[src/mdd_pkg.sv]
`timescale 1ns / 1ps
// ----------------------------------------------------------------------------
// mdd_pkg
// Shared types for the max drawdown tracker: controller states and the
// command and status groups that pass between the controller and the datapath.
// ----------------------------------------------------------------------------
package mdd_pkg;

    typedef enum logic [2:0] {
        S_IDLE,
        S_PREP,
        S_DIV,
        S_CMP,
        S_OUT
    } t_state;

    typedef struct packed {
        logic load;
        logic prep;
        logic div_step;
        logic compare;
        logic emit;
    } t_cmd;

    typedef struct packed {
        logic skip_div;
        logic div_last;
        logic out_free;
    } t_status;

endpackage

[src/mdd_ctrl.sv]
`timescale 1ns / 1ps
// ----------------------------------------------------------------------------
// mdd_ctrl
// Sequencer for one request: capture, divider setup, serial divide, compare
// against the held maximum unless skipped, and handoff to the output register.
// ----------------------------------------------------------------------------
module mdd_ctrl (
    input  logic             i_clk,
    input  logic             i_rst_n,
    input  logic             i_in_valid,
    output logic             o_in_stall,
    input  mdd_pkg::t_status i_status,
    output mdd_pkg::t_cmd    o_cmd
);
    import mdd_pkg::*;

    t_state r_state;
    t_state n_state;

    always_ff @(posedge i_clk) begin
        if (!i_rst_n) begin
            r_state <= S_IDLE;
        end else begin
            r_state <= n_state;
        end
    end

    always_comb begin
        n_state = r_state;
        unique case (r_state)
            S_IDLE: begin
                if (i_in_valid) begin
                    n_state = S_PREP;
                end
            end
            S_PREP: begin
                n_state = i_status.skip_div ? S_OUT : S_DIV;
            end
            S_DIV: begin
                if (i_status.div_last) begin
                    n_state = S_CMP;
                end
            end
            S_CMP: begin
                n_state = S_OUT;
            end
            S_OUT: begin
                if (i_status.out_free) begin
                    n_state = S_IDLE;
                end
            end
            default: begin
                n_state = S_IDLE;
            end
        endcase
    end

    always_comb begin
        o_cmd      = '0;
        o_in_stall = 1'b1;
        unique case (r_state)
            S_IDLE: begin
                o_in_stall = 1'b0;
                o_cmd.load = i_in_valid;
            end
            S_PREP: begin
                o_cmd.prep = 1'b1;
            end
            S_DIV: begin
                o_cmd.div_step = 1'b1;
            end
            S_CMP: begin
                o_cmd.compare = 1'b1;
            end
            S_OUT: begin
                o_cmd.emit = i_status.out_free;
            end
            default: begin
                o_cmd = '0;
            end
        endcase
    end

`ifndef SYNTHESIS
    a_div_exits_to_cmp: assert property (@(posedge i_clk) disable iff (!i_rst_n)
        (r_state == S_DIV && i_status.div_last) |=> (r_state == S_CMP))
        else $error("divider finish did not reach compare");
    a_skip_goes_out: assert property (@(posedge i_clk) disable iff (!i_rst_n)
        (r_state == S_PREP && i_status.skip_div) |=> (r_state == S_OUT))
        else $error("skipped divide did not reach output");
    a_one_cmd: assert property (@(posedge i_clk) disable iff (!i_rst_n)
        $onehot0(o_cmd))
        else $error("more than one datapath command");
`endif

endmodule

[src/mdd_datapath.sv]
`timescale 1ns / 1ps
// ----------------------------------------------------------------------------
// mdd_datapath
// Tracking state, restoring serial divider for the drawdown fraction, and the
// output register.
// ----------------------------------------------------------------------------
module mdd_datapath #(
    parameter int INDEX_WIDTH   = 24,
    parameter int SAMPLE_WIDTH  = 32,
    parameter int FRACTION_BITS = 16
) (
    input  logic                     i_clk,
    input  logic                     i_rst_n,
    input  mdd_pkg::t_cmd            i_cmd,
    output mdd_pkg::t_status         o_status,
    input  logic [SAMPLE_WIDTH-1:0]  i_equity,
    input  logic                     i_start_req,
    output logic                     o_out_valid,
    input  logic                     i_out_stall,
    output logic [SAMPLE_WIDTH-1:0]  o_drawdown_amount,
    output logic [FRACTION_BITS:0]   o_drawdown_fraction,
    output logic [INDEX_WIDTH-1:0]   o_peak_position,
    output logic [INDEX_WIDTH-1:0]   o_trough_position,
    output logic [INDEX_WIDTH-1:0]   o_recovery_position,
    output logic                     o_zero_peak_flag
);
    import mdd_pkg::*;

    localparam int CntWidth = $clog2(FRACTION_BITS);
    localparam logic [CntWidth-1:0] CntLast = CntWidth'(FRACTION_BITS - 1);
    localparam logic [FRACTION_BITS:0] FracOne = {1'b1, {FRACTION_BITS{1'b0}}};
    localparam logic [INDEX_WIDTH-1:0] IdxMax = {INDEX_WIDTH{1'b1}};

    logic [SAMPLE_WIDTH-1:0]  r_peak;
    logic [INDEX_WIDTH-1:0]   r_peak_pos;
    logic [INDEX_WIDTH-1:0]   r_count;
    logic [FRACTION_BITS:0]   r_best_frac;
    logic [SAMPLE_WIDTH-1:0]  r_best_amount;
    logic [INDEX_WIDTH-1:0]   r_best_peak_pos;
    logic [INDEX_WIDTH-1:0]   r_best_trough_pos;
    logic [INDEX_WIDTH-1:0]   r_recovery;
    logic                     r_zero_seen;

    logic [SAMPLE_WIDTH-1:0]  r_eq;
    logic                     r_start;
    logic [SAMPLE_WIDTH-1:0]  r_diff;
    logic [SAMPLE_WIDTH-1:0]  r_rem;
    logic [FRACTION_BITS-1:0] r_quo;
    logic [CntWidth-1:0]      r_cnt;
    logic                     r_full;

    logic                     r_out_valid;
    logic [SAMPLE_WIDTH-1:0]  r_out_amount;
    logic [FRACTION_BITS:0]   r_out_frac;
    logic [INDEX_WIDTH-1:0]   r_out_peak_pos;
    logic [INDEX_WIDTH-1:0]   r_out_trough_pos;
    logic [INDEX_WIDTH-1:0]   r_out_recovery;
    logic                     r_out_zero;

    logic [INDEX_WIDTH-1:0]   n_idx;
    logic [SAMPLE_WIDTH:0]    rem_shift;
    logic                     rem_ge;
    logic [FRACTION_BITS:0]   frac_new;

    assign n_idx     = (r_count == IdxMax) ? r_count : r_count + 1'b1;
    assign rem_shift = {r_rem, 1'b0};
    assign rem_ge    = rem_shift >= {1'b0, r_peak};
    assign frac_new  = r_full ? FracOne : {1'b0, r_quo};

    assign o_status.skip_div = r_start || (r_peak == '0);
    assign o_status.div_last = (r_cnt == CntLast);
    assign o_status.out_free = !r_out_valid || !i_out_stall;

    // tracking state
    always_ff @(posedge i_clk) begin
        if (!i_rst_n) begin
            r_peak            <= '0;
            r_peak_pos        <= '0;
            r_count           <= '0;
            r_best_frac       <= '0;
            r_best_amount     <= '0;
            r_best_peak_pos   <= '0;
            r_best_trough_pos <= '0;
            r_recovery        <= '0;
            r_zero_seen       <= 1'b0;
        end else if (i_cmd.load) begin
            if (i_start_req) begin
                r_peak            <= i_equity;
                r_peak_pos        <= '0;
                r_count           <= '0;
                r_best_frac       <= '0;
                r_best_amount     <= '0;
                r_best_peak_pos   <= '0;
                r_best_trough_pos <= '0;
                r_recovery        <= '0;
                r_zero_seen       <= 1'b0;
            end else begin
                r_count <= n_idx;
                if (i_equity > r_peak) begin
                    r_peak     <= i_equity;
                    r_peak_pos <= n_idx;
                end
                if (i_equity == '0 && r_peak == '0) begin
                    r_zero_seen <= 1'b1;
                end
                // a sample at or above the peak never sets a new drawdown
                if (i_equity >= r_peak && r_best_frac != '0 && r_recovery == '0) begin
                    r_recovery <= n_idx;
                end
            end
        end else if (i_cmd.compare) begin
            if (frac_new > r_best_frac) begin
                r_best_frac       <= frac_new;
                r_best_amount     <= r_diff;
                r_best_peak_pos   <= r_peak_pos;
                r_best_trough_pos <= r_count;
            end
        end
    end

    // divider
    always_ff @(posedge i_clk) begin
        if (i_cmd.load) begin
            r_eq    <= i_equity;
            r_start <= i_start_req;
        end
        if (i_cmd.prep) begin
            r_diff <= r_peak - r_eq;
            r_rem  <= r_peak - r_eq;
            r_quo  <= '0;
            r_full <= (r_eq == '0);
        end
        if (i_cmd.div_step) begin
            r_quo <= {r_quo[FRACTION_BITS-2:0], rem_ge};
            if (rem_ge) begin
                r_rem <= SAMPLE_WIDTH'(rem_shift - {1'b0, r_peak});
            end else begin
                r_rem <= rem_shift[SAMPLE_WIDTH-1:0];
            end
        end
    end

    always_ff @(posedge i_clk) begin
        if (!i_rst_n) begin
            r_cnt <= '0;
        end else if (i_cmd.prep) begin
            r_cnt <= '0;
        end else if (i_cmd.div_step) begin
            r_cnt <= r_cnt + 1'b1;
        end
    end

    // output register
    always_ff @(posedge i_clk) begin
        if (!i_rst_n) begin
            r_out_valid <= 1'b0;
        end else if (i_cmd.emit) begin
            r_out_valid <= 1'b1;
        end else if (!i_out_stall) begin
            r_out_valid <= 1'b0;
        end
    end

    always_ff @(posedge i_clk) begin
        if (i_cmd.emit) begin
            r_out_amount     <= r_best_amount;
            r_out_frac       <= r_best_frac;
            r_out_peak_pos   <= r_best_peak_pos;
            r_out_trough_pos <= r_best_trough_pos;
            r_out_recovery   <= r_recovery;
            r_out_zero       <= r_zero_seen;
        end
    end

    assign o_out_valid         = r_out_valid;
    assign o_drawdown_amount   = r_out_amount;
    assign o_drawdown_fraction = r_out_frac;
    assign o_peak_position     = r_out_peak_pos;
    assign o_trough_position   = r_out_trough_pos;
    assign o_recovery_position = r_out_recovery;
    assign o_zero_peak_flag    = r_out_zero;

`ifndef SYNTHESIS
    a_frac_bounded: assert property (@(posedge i_clk) disable iff (!i_rst_n)
        r_best_frac <= FracOne)
        else $error("held fraction above full loss");
    a_trough_after_peak: assert property (@(posedge i_clk) disable iff (!i_rst_n)
        r_best_trough_pos >= r_best_peak_pos)
        else $error("trough index before peak index");
    a_rem_below_peak: assert property (@(posedge i_clk) disable iff (!i_rst_n)
        (i_cmd.div_step && !r_full) |-> (r_rem < r_peak))
        else $error("divider remainder not below divisor");
    a_emit_shows: assert property (@(posedge i_clk) disable iff (!i_rst_n)
        i_cmd.emit |=> r_out_valid)
        else $error("emitted result not presented");
`endif

endmodule

[src/max_drawdown_tracker.sv]
`timescale 1ns / 1ps
// ----------------------------------------------------------------------------
// max_drawdown_tracker
// Streaming maximum drawdown tracker: running peak, largest relative drawdown
// as a Q1.FRACTION_BITS fraction with its peak, trough and recovery indices.
// ----------------------------------------------------------------------------
// Usage:
//   Input channel (i_in_valid / o_in_stall): one equity sample per request,
//   i_start_req marks the first sample of a new curve and clears tracking.
//   Output channel (o_out_valid / i_out_stall): one summary per request,
//   in request order.
//   A request with a divide passes from acceptance through divider setup,
//   the serial divide and the compare to the output state, which loads the
//   output register; a start sample or a sample while the peak is zero goes
//   from setup straight to the output state. The serial restoring divider
//   makes one quotient bit per cycle. One request is in work at a time.
//   The input is taken again as soon as a result has moved to the output
//   register, even while that result still waits for the receiver.
//   When the receiver stalls, the output holds; a finished request then
//   waits in the controller and the input stays stalled until it moves.
//   Reset (synchronous, active low) clears all tracking and empties the
//   output register; the first sample without a start flag gets index 1.
// ----------------------------------------------------------------------------
module max_drawdown_tracker #(
    parameter int INDEX_WIDTH   = 24,
    parameter int SAMPLE_WIDTH  = 32,
    parameter int FRACTION_BITS = 16
) (
    input  logic                     i_clk,
    input  logic                     i_rst_n,
    input  logic                     i_in_valid,
    output logic                     o_in_stall,
    input  logic [SAMPLE_WIDTH-1:0]  i_equity,
    input  logic                     i_start_req,
    output logic                     o_out_valid,
    input  logic                     i_out_stall,
    output logic [SAMPLE_WIDTH-1:0]  o_drawdown_amount,
    output logic [FRACTION_BITS:0]   o_drawdown_fraction,
    output logic [INDEX_WIDTH-1:0]   o_peak_position,
    output logic [INDEX_WIDTH-1:0]   o_trough_position,
    output logic [INDEX_WIDTH-1:0]   o_recovery_position,
    output logic                     o_zero_peak_flag
);
    import mdd_pkg::*;

    t_cmd    cmd;
    t_status status;

    mdd_ctrl u_ctrl (
        .i_clk      (i_clk),
        .i_rst_n    (i_rst_n),
        .i_in_valid (i_in_valid),
        .o_in_stall (o_in_stall),
        .i_status   (status),
        .o_cmd      (cmd)
    );

    mdd_datapath #(
        .INDEX_WIDTH   (INDEX_WIDTH),
        .SAMPLE_WIDTH  (SAMPLE_WIDTH),
        .FRACTION_BITS (FRACTION_BITS)
    ) u_datapath (
        .i_clk               (i_clk),
        .i_rst_n             (i_rst_n),
        .i_cmd               (cmd),
        .o_status            (status),
        .i_equity            (i_equity),
        .i_start_req         (i_start_req),
        .o_out_valid         (o_out_valid),
        .i_out_stall         (i_out_stall),
        .o_drawdown_amount   (o_drawdown_amount),
        .o_drawdown_fraction (o_drawdown_fraction),
        .o_peak_position     (o_peak_position),
        .o_trough_position   (o_trough_position),
        .o_recovery_position (o_recovery_position),
        .o_zero_peak_flag    (o_zero_peak_flag)
    );

endmodule
[config.mk]
export PLATFORM = sky130hd
export DESIGN_NAME = max_drawdown_tracker
export DESIGN_NICKNAME = d
export VERILOG_FILES = /design/src/mdd_pkg.sv /design/src/mdd_ctrl.sv /design/src/mdd_datapath.sv /design/src/max_drawdown_tracker.sv
export SDC_FILE = /design/constraint.sdc
export NUM_CORES = 1
export LEC_CHECK = 0
export BUFFER_PORTS_ARGS = -buffer_cell sky130_fd_sc_hd__buf_4
export CORE_MARGIN = 2
export CORE_UTILIZATION = 45
export DETAILED_ROUTE_END_ITERATION = 12
export PLACE_DENSITY = 0.74
export RECOVER_POWER = 100
export SLEW_MARGIN = 20
export SYNTH_ARGS = -nofsm -noshare
export SYNTH_HDL_FRONTEND = slang
export SYNTH_SLANG_ARGS = --single-unit
[constraint.sdc]
create_clock -name i_clk -period 7.7 [get_ports i_clk]
set_input_delay 0.385 -clock i_clk [delete_from_list [all_inputs] [get_ports i_clk]]
set_output_delay 0.385 -clock i_clk [all_outputs]
set_load 0.01 [all_outputs]
---- After elaboration in Yosys (flattened, before gate mapping) ----
Index checks and enable logic that the tools add are counted.
operators by class
  eq/ne operators ......................... 11
  mux-type cells .......................... 44
  add/sub/neg operators ................... 4
  shift-type cells ........................ 0
  divide/modulo/power cells ............... 0
  reductions and logical operators ........ 25
  multiply operators ...................... 0
  bitwise operators ....................... 1
  order comparisons ....................... 4
operators with widths
  operator                                       count
  two-way mux 24 bit                             13
  two-way mux 32 bit                             9
  zero test 32 bit                               3
  two-way mux 17 bit                             5
  subtractor 32 bit                              2
  >= comparator 33 x 32 -> 1 bit                 1
  >= comparator 32 bit                           1
  greater-than comparator 32 bit                 1
  two-way mux 16 bit                             2
  adder 24 x 1 -> 24 bit, second input constant  1
  == test 24 bit, second input constant          1
  zero test 24 bit                               1
  greater-than comparator 17 bit                 1
  nonzero test 17 bit                            1
  one-hot mux 3 bit (5 select lines)             1
  two-way mux 3 bit                              4
  nonzero test 2 bit                             6
  two-way mux 1 bit                              10
  == test 3 x 2 -> 1 bit, second input constant  2
  inequality test 2 bit, second input constant   3
  AND reduction 2 bit                            3
  AND reduction 3 bit                            2
  adder 4 x 1 -> 4 bit, second input constant    1
  == test 4 bit, second input constant           1
  9 further kinds                                14
storage, ports and cells
  memory bits (read-only) ................. 0
  output and inout port bits .............. 124
  logic and storage cells ................. 113
  memory bits (writable) .................. 0
  input port bits ......................... 37
  register bits ........................... 446
  memories ................................ 0
  latch bits .............................. 0

---- Depth between registers and ports, before layout ----
Gate-level depths: netlist of the first run.
  word-level depth ........................ 5
  depth in mapped cells ................... 14
  gate-level depth less buffers ........... 12

---- Hierarchy ----
Synthesis of the first run repeated with hierarchy kept, for this count alone.
second synthesis, totals
  cell total of the unflattened synthesis .. 2,109
  area total of the unflattened synthesis .. 21,795.9 um2
modules (own cells, without submodules)
  module        area an instance (um2)  instances  seq. area each (um2)  cells an instance
  mdd_datapath  21,563.2                1          11,230.8              2,082
  mdd_ctrl      232.7                   1          60.1                  27

---- Worst setup path before layout of the first run ----
Ideal clock, no wire load.
  path type ............................... register -> register
  start ................................... register u_ctrl.r_state[1]
  end ..................................... register u_datapath.r_out_amount[0] (netlist: u_datapath.o_drawdown_amount[0]), enable pin
  required time ........................... 7.056 ns
  path slack .............................. 0.477 ns
  arrival time ............................ 6.578 ns
  library setup time ...................... 0.644 ns
  buffers on the path ..................... 1
  stages on the path, launching flop included .. 5
  clock period less this slack ............ 7.223 ns
  cells stage by stage .................... dfxtp_1 -> clkbuf_1 -> nor2_1 -> nand2_1 -> a21oi_1
RTL lines
  item                    line                 text
  start, declared         mdd_ctrl.sv:17       t_state r_state;
  start signal, assigned  mdd_ctrl.sv:24       r_state <= n_state;
  end signal, assigned    mdd_datapath.sv:166  r_out_amount <= r_best_amount;
  end, declared           mdd_datapath.sv:53   logic [SAMPLE_WIDTH-1:0] r_out_amount;

==> run metrics, run 1 <==
count of flip-flops with a built-in enable after synthesis=236; starting utilization of the core area=45.36%; total wirelength of the detailed-routed design=60430 µm; maximum root-to-sink buffer count=3; maximum fanout along the worst path=64; synthesized instance count=2175; final worst path period need=5.524 ns; final layout net count=2444; count of cells along the worst hold path=3; y dimension of the die=225.7 µm; number of detailed-route iterations in the first pass=6; RSZ-0062 raised after global routing=no; busiest grt layer=met2; failing checks=max-capacitance violations, max-slew violations; area enclosed by the die boundary=50920 µm²; final max-slew violation count=456; GR Layer Usage met2=36.14%; Global Route met1 Usage=32.89%; Synth Warn #=0; maximum number of pins on one net before global-route repair=94; leakage=8.996 nW; total congestion overflow after global routing=0; Max transition margin=-124.4%; number of global-route vias before repair=16780; number of top-level pins=161; CTS tree=done; synthesized area per cell=10.17 µm²; run status=complete, but fails checks; setup slack at placement=3.734 ns; max-cap violation count=9; FMAX=181.0 MHz; area added between synthesis and finish=13.15%; Critical Path Sink Type=flip-flop; period utilisation layout=71.74%; power density over the cells=269.4 nW/µm²; Starting DRT DRC Count=1910; layout cells sized above 1=5.107%; post-synth cell types=79; DR vias=17910; area occupied by multi-input gates=9878 µm²; Peak VDD IR=0.1532 mV; Worst Setup Slack, final=2.176 ns; async set-or-reset flop fraction in the synthesized netlist=0%; sequential element share of the synthesized area=51.06%; Worst-path clk slew=0.06 ns; total number of clock tree sinks=446; sequential cell area=11290 µm²; flip-flop and latch count after synthesis=446; Skew-Pair Late Insertion Delay=0.61 ns; number of placement rows=81; leading register cell type out of synthesis=sky130_fd_sc_hd__edfxtp_1; total DRC errors in the routed layout=0; routed length per placed instance=20.18 µm; met3 routing resource usage after global routing=4.085%; Netlist Area Pre-Place=22110 µm²; final setup violation count=0; number of antenna violations at the first check in global routing=0; worst hold path class=input pin to flip-flop; number of fillers in the final layout=4340; final-layout worst hold slack=0.08846 ns; Clock Skews=0.05839 ns; type of origin of the critical path=input pin; final weighted congestion in routability-driven placement=0.9624; wire length of the first global-routing pass=94060 µm; Final Hold Fails=0; number of cells upsized or downsized after cts=0; TritonCTS Buffers=47; required time of the critical path=8.21 ns; Setup TNS=0 ns; Overall Global Routing Usage=23.37%; post-detail-place hpwl=41820 µm; antenna viol nets, final=0; PortBufs=160; total nets after synthesis=2328; data arrival time of the worst path=6.04 ns; vias per std cell=5.980; number of cells in the finished layout apart from fillers=2995; worst reg-to-reg path cell count=12; post-layout utilization of the core=51.32%; number of H-tree branching levels=2; CORE AREA=48750 µm²; root buf cell=sky130_fd_sc_hd__clkbuf_16; width of the die=225.7 µm; total placed cells including tap cells=2883; Tightest Pin Transition=3.366 ns; kind of critical path=input pin to flip-flop
==> layout make-up <==
cell class	count	share of cell area, %
sequential	446	45.13
multi-input combinational	1489	39.48
clock buffer	59	5.086
timing repair buffer	202	3.791
tap	664	3.321
clock inverter	29	1.595
inverter	105	1.585
antenna	1	0.01000
==> layer usage <==
metal | share of wire [%] | routed length (µm)
met5 | 0 | 0
met4 | 3.2 | 1954
met3 | 7.9 | 4791
met2 | 45 | 27050
met1 | 44 | 26630
==> logic make-up (layout without fill, tap and decap cells) <==
group           count (synthesis)  in the layout  share of synthesized area [%]
compound gates                587            587                          18.65
xor+xnor                       69             69                          2.733
fa+ha+maj                     116            116                          6.632
buf+inv                       240            395                          4.363
flops                         446            446                          51.06
mux                            33             33                          1.545
other cells                     0              1                              0
simple gates                  684            684                          15.02
==> worst max-delay path: stages <==
cell,delay (ns)
sky130_fd_sc_hd__clkbuf_1,1.88
sky130_fd_sc_hd__inv_4,0.86
sky130_fd_sc_hd__nor2_1,0.29
sky130_fd_sc_hd__clkbuf_1,2.09
sky130_fd_sc_hd__nand2_1,0.19
sky130_fd_sc_hd__mux2i_1,0.26
==> synth_stat cells, types with 7 or more instances <==
cell type / instances / area, µm²
sky130_fd_sc_hd__a211o_1: 36 / 315.3
sky130_fd_sc_hd__a211oi_1: 17 / 127.6
sky130_fd_sc_hd__a21o_1: 54 / 405.4
sky130_fd_sc_hd__a21oi_1: 173 / 865.8
sky130_fd_sc_hd__a22o_1: 20 / 175.2
sky130_fd_sc_hd__a31oi_1: 21 / 131.4
sky130_fd_sc_hd__a32o_1: 21 / 210.2
sky130_fd_sc_hd__and2_1: 26 / 162.7
sky130_fd_sc_hd__and3_1: 14 / 87.58
sky130_fd_sc_hd__buf_1: 13 / 48.80
sky130_fd_sc_hd__buf_2: 24 / 120.1
sky130_fd_sc_hd__clkbuf_1: 93 / 349.1
sky130_fd_sc_hd__dfxtp_1: 210 / 4204
sky130_fd_sc_hd__edfxtp_1: 236 / 7087
sky130_fd_sc_hd__ha_1: 114 / 1426
sky130_fd_sc_hd__inv_1: 104 / 390.4
sky130_fd_sc_hd__mux2_2: 7 / 78.83
sky130_fd_sc_hd__mux2i_1: 24 / 240.2
sky130_fd_sc_hd__nand2_1: 193 / 724.4
sky130_fd_sc_hd__nand2b_1: 21 / 131.4
sky130_fd_sc_hd__nand3_1: 112 / 560.5
sky130_fd_sc_hd__nand4_1: 34 / 212.7
sky130_fd_sc_hd__nor2_1: 107 / 401.6
sky130_fd_sc_hd__nor2b_1: 26 / 162.7
sky130_fd_sc_hd__nor3_1: 83 / 415.4
sky130_fd_sc_hd__nor4_1: 39 / 244.0
sky130_fd_sc_hd__o211ai_1: 91 / 683.2
sky130_fd_sc_hd__o21a_1: 17 / 127.6
sky130_fd_sc_hd__o21ai_0: 45 / 225.2
sky130_fd_sc_hd__o21bai_1: 8 / 60.06
sky130_fd_sc_hd__o2bb2ai_1: 32 / 280.3
sky130_fd_sc_hd__or3_1: 8 / 50.05
sky130_fd_sc_hd__xnor2_1: 40 / 350.3
sky130_fd_sc_hd__xor2_1: 29 / 254.0
==> timing repair <==
| item | in CTS | in global routing |
|---|---|---|
| setup buffers | 0 | 0 |
| hold endpoints to repair | 23 | 0 |
| hold buffers | 23 | 0 |
==> cell usage in the layout (no fill, tap or decap), drive strengths merged, types with 40 or more instances in the layout <==
cell    count
a21o       54
nor3       84
xnor2      40
inv       106
clkbuf    226
nand3     112
edfxtp    236
o211ai     91
dfxtp     210
nor2      108
ha        114
a21oi     174
nand2     193
o21ai      49
==> through the flow <==
stage / instance area, µm² / total power, mW
2_1_floorplan: 22110 / 3.895
3_5_place_dp: 23760 / 4.320
6_report: 25020 / 6.740
4_1_cts: 25660 / 6.757
3_3_place_gp: 23760 / 4.291
5_1_grt: 25020 / 7.021
==> registers in the layout (all words and copies together), names as in the netlist, 3 cells and up <==
| register | count |
|---|---|
| u_datapath.r_best_amount | 32 |
| u_datapath.r_peak | 32 |
| u_datapath.r_best_trough_pos | 24 |
| u_datapath.r_rem | 32 |
| u_datapath.r_quo | 16 |
| u_datapath.r_count | 24 |
| u_datapath.r_recovery | 24 |
| u_datapath.r_diff | 32 |
| u_datapath.r_cnt | 4 |
| u_datapath.r_best_peak_pos | 24 |
| u_datapath.r_eq | 32 |
| u_datapath.o_drawdown_amount | 32 |
| u_datapath.r_best_frac | 17 |
| u_datapath.o_drawdown_fraction | 17 |
| u_datapath.o_trough_position | 24 |
| u_datapath.r_peak_pos | 24 |
| u_datapath.o_peak_position | 24 |
| u_ctrl.r_state | 3 |
| u_datapath.o_recovery_position | 24 |
==> where the power goes <==
group          switching, mW  internal (mW)  total [mW]
Combinational          0.996          0.555        1.55
Sequential            0.0829           2.67        2.75
Clock                   1.01           1.43        2.43
Total                   2.09           4.65        6.74
==> final timing paths <==
| check | start | endpoint | slack [ns] |
|---|---|---|---|
| worst max-delay path | i_rst_n | u_datapath.r_peak_pos[8]$_SDFFE_PN0P_ | 2.18 |
| worst min-delay path | i_out_stall | u_datapath.o_out_valid$_SDFFE_PN0P_ | 0.09 |
| worst max register to register | u_datapath.r_peak[4]$_SDFFE_PN0P_ | u_datapath.r_rem[31]$_DFFE_PP_ | 2.75 |
| worst min register to register | u_datapath.r_best_amount[20]$_SDFFE_PN0P_ | u_datapath.o_drawdown_amount[20]$_DFFE_PP_ | 0.41 |
Note: power is estimated with default switching activity, not from simulation.
==> run 2, diff against run 1 <==
==> constraint.sdc (replaced) <==
create_clock -name i_clk -period 4.6 [get_ports i_clk]
set_input_delay 0.23 -clock i_clk [delete_from_list [all_inputs] [get_ports i_clk]]
set_output_delay 0.23 -clock i_clk [all_outputs]
set_load 0.01 [all_outputs]
==> run 2 against run 1 <==
The run still ends with max-capacitance violations, max-slew violations left. Sequential power increased by 68%. First-iteration DRC count fell by 22%. Die area unchanged. Via count grew 0.49%. Clock skew is 0.019 ns lower. Global-route usage is 0.21 points higher. Largest power group unchanged.
==> run metrics, run 2 (synthesis results as in run 1) <==
root buf cell=sky130_fd_sc_hd__clkbuf_16; CTS tree=done; leakage=9.035 nW (+0.44%); failing checks=max-capacitance violations, max-slew violations; antenna viol nets, final=0 (unchanged); area enclosed by the die boundary=50920 µm² (unchanged); final worst path period need=4.060 ns; worst reg-to-reg path cell count=11 (-1); width of the die=225.7 µm (unchanged); cell breakdown of the critical path=inv_1 -> ha_1 -> a21o_1 -> a21o_1 -> a21oi_1 -> o21ai_0 -> nor4_1 -> a21oi_2 -> clkbuf_1 -> mux2_2 -> mux2_2; Worst Setup Slack, final=0.5405 ns (-1.636 ns); total wirelength of the detailed-routed design=61830 µm (+2.3%); post-detail-place hpwl=42930 µm (+2.7%); required time of the critical path=4.94 ns (-3.27 ns); total DRC errors in the routed layout=0 (unchanged); worst hold path class=input pin to flip-flop; final max-slew violation count=233 (-49%); Setup TNS=0 ns (unchanged); area added between synthesis and finish=13.02%; setup slack at placement=0.9974 ns (-2.737 ns); Clock Skews=0.03972 ns (-0.01867 ns); maximum fanout along the worst path=23 (-64%); Starting DRT DRC Count=1499 (-22%); Skew-Pair Late Insertion Delay=0.61 ns (about the same); count of cells along the worst hold path=5 (+2); number of detailed-route iterations in the first pass=5 (-1); data arrival time of the worst path=4.40 ns (-1.64 ns); number of antenna violations at the first check in global routing=3 (+3); power density over the cells=439.9 nW/µm² (+63%); buffering stage count on the worst path with inverters included=2 (-1); TritonCTS Buffers=46 (-2.1%); Peak VDD IR=0.2398 mV (+57%); leading cell type in the layout, fill and taps excluded=sky130_fd_sc_hd__edfxtp_1; maximum number of pins on one net before global-route repair=122 (+30%); kind of critical path=flip-flop to flip-flop; type of origin of the critical path=flip-flop; final-layout worst hold slack=0.1830 ns (+0.09451 ns); PortBufs=160 (unchanged); Slowest cell on crit path=sky130_fd_sc_hd__clkbuf_1; total number of clock tree sinks=446 (unchanged); number of top-level pins=161 (unchanged); total congestion overflow after global routing=0 (unchanged); number of H-tree branching levels=2 (unchanged); CORE AREA=48750 µm² (unchanged); slowest cell delay on critical path=0.99 ns (-1.10 ns); post-layout total power=10.99 mW (+63%); routed length per placed instance=20.55 µm (+1.9%); y dimension of the die=225.7 µm (unchanged); FMAX=246.3 MHz; period utilisation layout=88.25%; DR vias=18000 (+0.49%); number of stages on the worst setup path=11 (+5); final setup violation count=0 (unchanged); final weighted congestion in routability-driven placement=0.9567 (-0.59%); vias per std cell=5.983 (about the same); Final Hold Fails=0 (unchanged); starting utilization of the core area=45.36% (unchanged); Max transition margin=-94.96% (+29 points); Critical Path Sink Type=flip-flop; post-layout utilization of the core=51.26% (-0.059 points); Overall Global Routing Usage=23.57% (+0.21 points); layout cells sized above 1=4.611% (-0.50 points); max-cap violation count=5 (-4); run status=complete, but fails checks; maximum root-to-sink buffer count=3 (unchanged); number of global-route vias before repair=16820 (+0.27%); number of placement rows=81 (unchanged); Worst-path clk slew=0.06 ns (about the same); RSZ-0062 raised after global routing=no; wire length of the first global-routing pass=94360 µm (+0.32%); family of cells with the greatest summed delay on the critical path=buffers and inverters; Tightest Pin Transition=2.924 ns (-0.4420 ns); commonest cells after routing, fill and taps aside=sky130_fd_sc_hd__edfxtp_1 (236), sky130_fd_sc_hd__dfxtp_1 (210), sky130_fd_sc_hd__nand2_1 (191); final layout net count=2458 (+0.57%)
run 2: cell type report:
class                   instances  area [µm²]
fillers                      4430       23760
flip-flops and latches        446       11290
multi-input cells            1489        9812
clock buffers                  68        1295
repair buffers                217        1132
well taps                     664       830.8
inverters                     105       396.6
clock inverters                17       227.7
diodes                          2       5.005
run 2: per-layer routing:
layer	vias up	GRT usage (%)	part of all wire, %
met4	0	9.528	3.6
li1	8395	-	-
met1	8771	31.69	44
met2	699	36.88	45
met3	133	5.269	7.5
met5	-	0	0
run 2: path summary, 6_finish.rpt:
path                                        startpoint                                         end  slack [ns]
min                                         i_in_valid              u_ctrl.r_state[0]$_SDFFE_PN0P_        0.18
max                 u_datapath.r_peak[26]$_SDFFE_PN0P_              u_datapath.r_rem[29]$_DFFE_PP_        0.54
min reg2reg  u_datapath.r_best_amount[23]$_SDFFE_PN0P_  u_datapath.o_drawdown_amount[23]$_DFFE_PP_        0.42
max reg2reg         u_datapath.r_peak[26]$_SDFFE_PN0P_              u_datapath.r_rem[29]$_DFFE_PP_        0.54
run 2: where the power goes:
group | leakage [nW] | internal, mW | switching (mW)
Clock | 0.732 | 2.15 | 1.61
Combinational | 4.38 | 0.937 | 1.69
Sequential | 3.92 | 4.47 | 0.134
run 2: worst register-to-register path, stage by stage (launching register included):
cell,delay (ns)
sky130_fd_sc_hd__dfxtp_1,0.38
sky130_fd_sc_hd__inv_1,0.13
sky130_fd_sc_hd__ha_1,0.42
sky130_fd_sc_hd__a21o_1,0.16
sky130_fd_sc_hd__a21o_1,0.11
sky130_fd_sc_hd__a21oi_1,0.07
sky130_fd_sc_hd__o21ai_0,0.52
sky130_fd_sc_hd__nor4_1,0.17
sky130_fd_sc_hd__a21oi_2,0.16
sky130_fd_sc_hd__clkbuf_1,0.99
sky130_fd_sc_hd__mux2_2,0.44
sky130_fd_sc_hd__mux2_2,0.26
run 2: metrics by stage:
step	cells	area, µm²
floorplan	2175	22120
global placement	2888	23850
detailed placement	2888	23850
CTS	3006	25700
global route	3006	24990
finish	3008	24990
run 2: what timing repair did:
| item | CTS | global route |
|---|---|---|
| setup buffers | 0 | 0 |
| hold buffers | 33 | 0 |
| endpoints found under the setup margin | 0 | 0 |
| endpoints found under the hold margin | 35 | 0 |
| gates resized for setup | 0 | 0 |
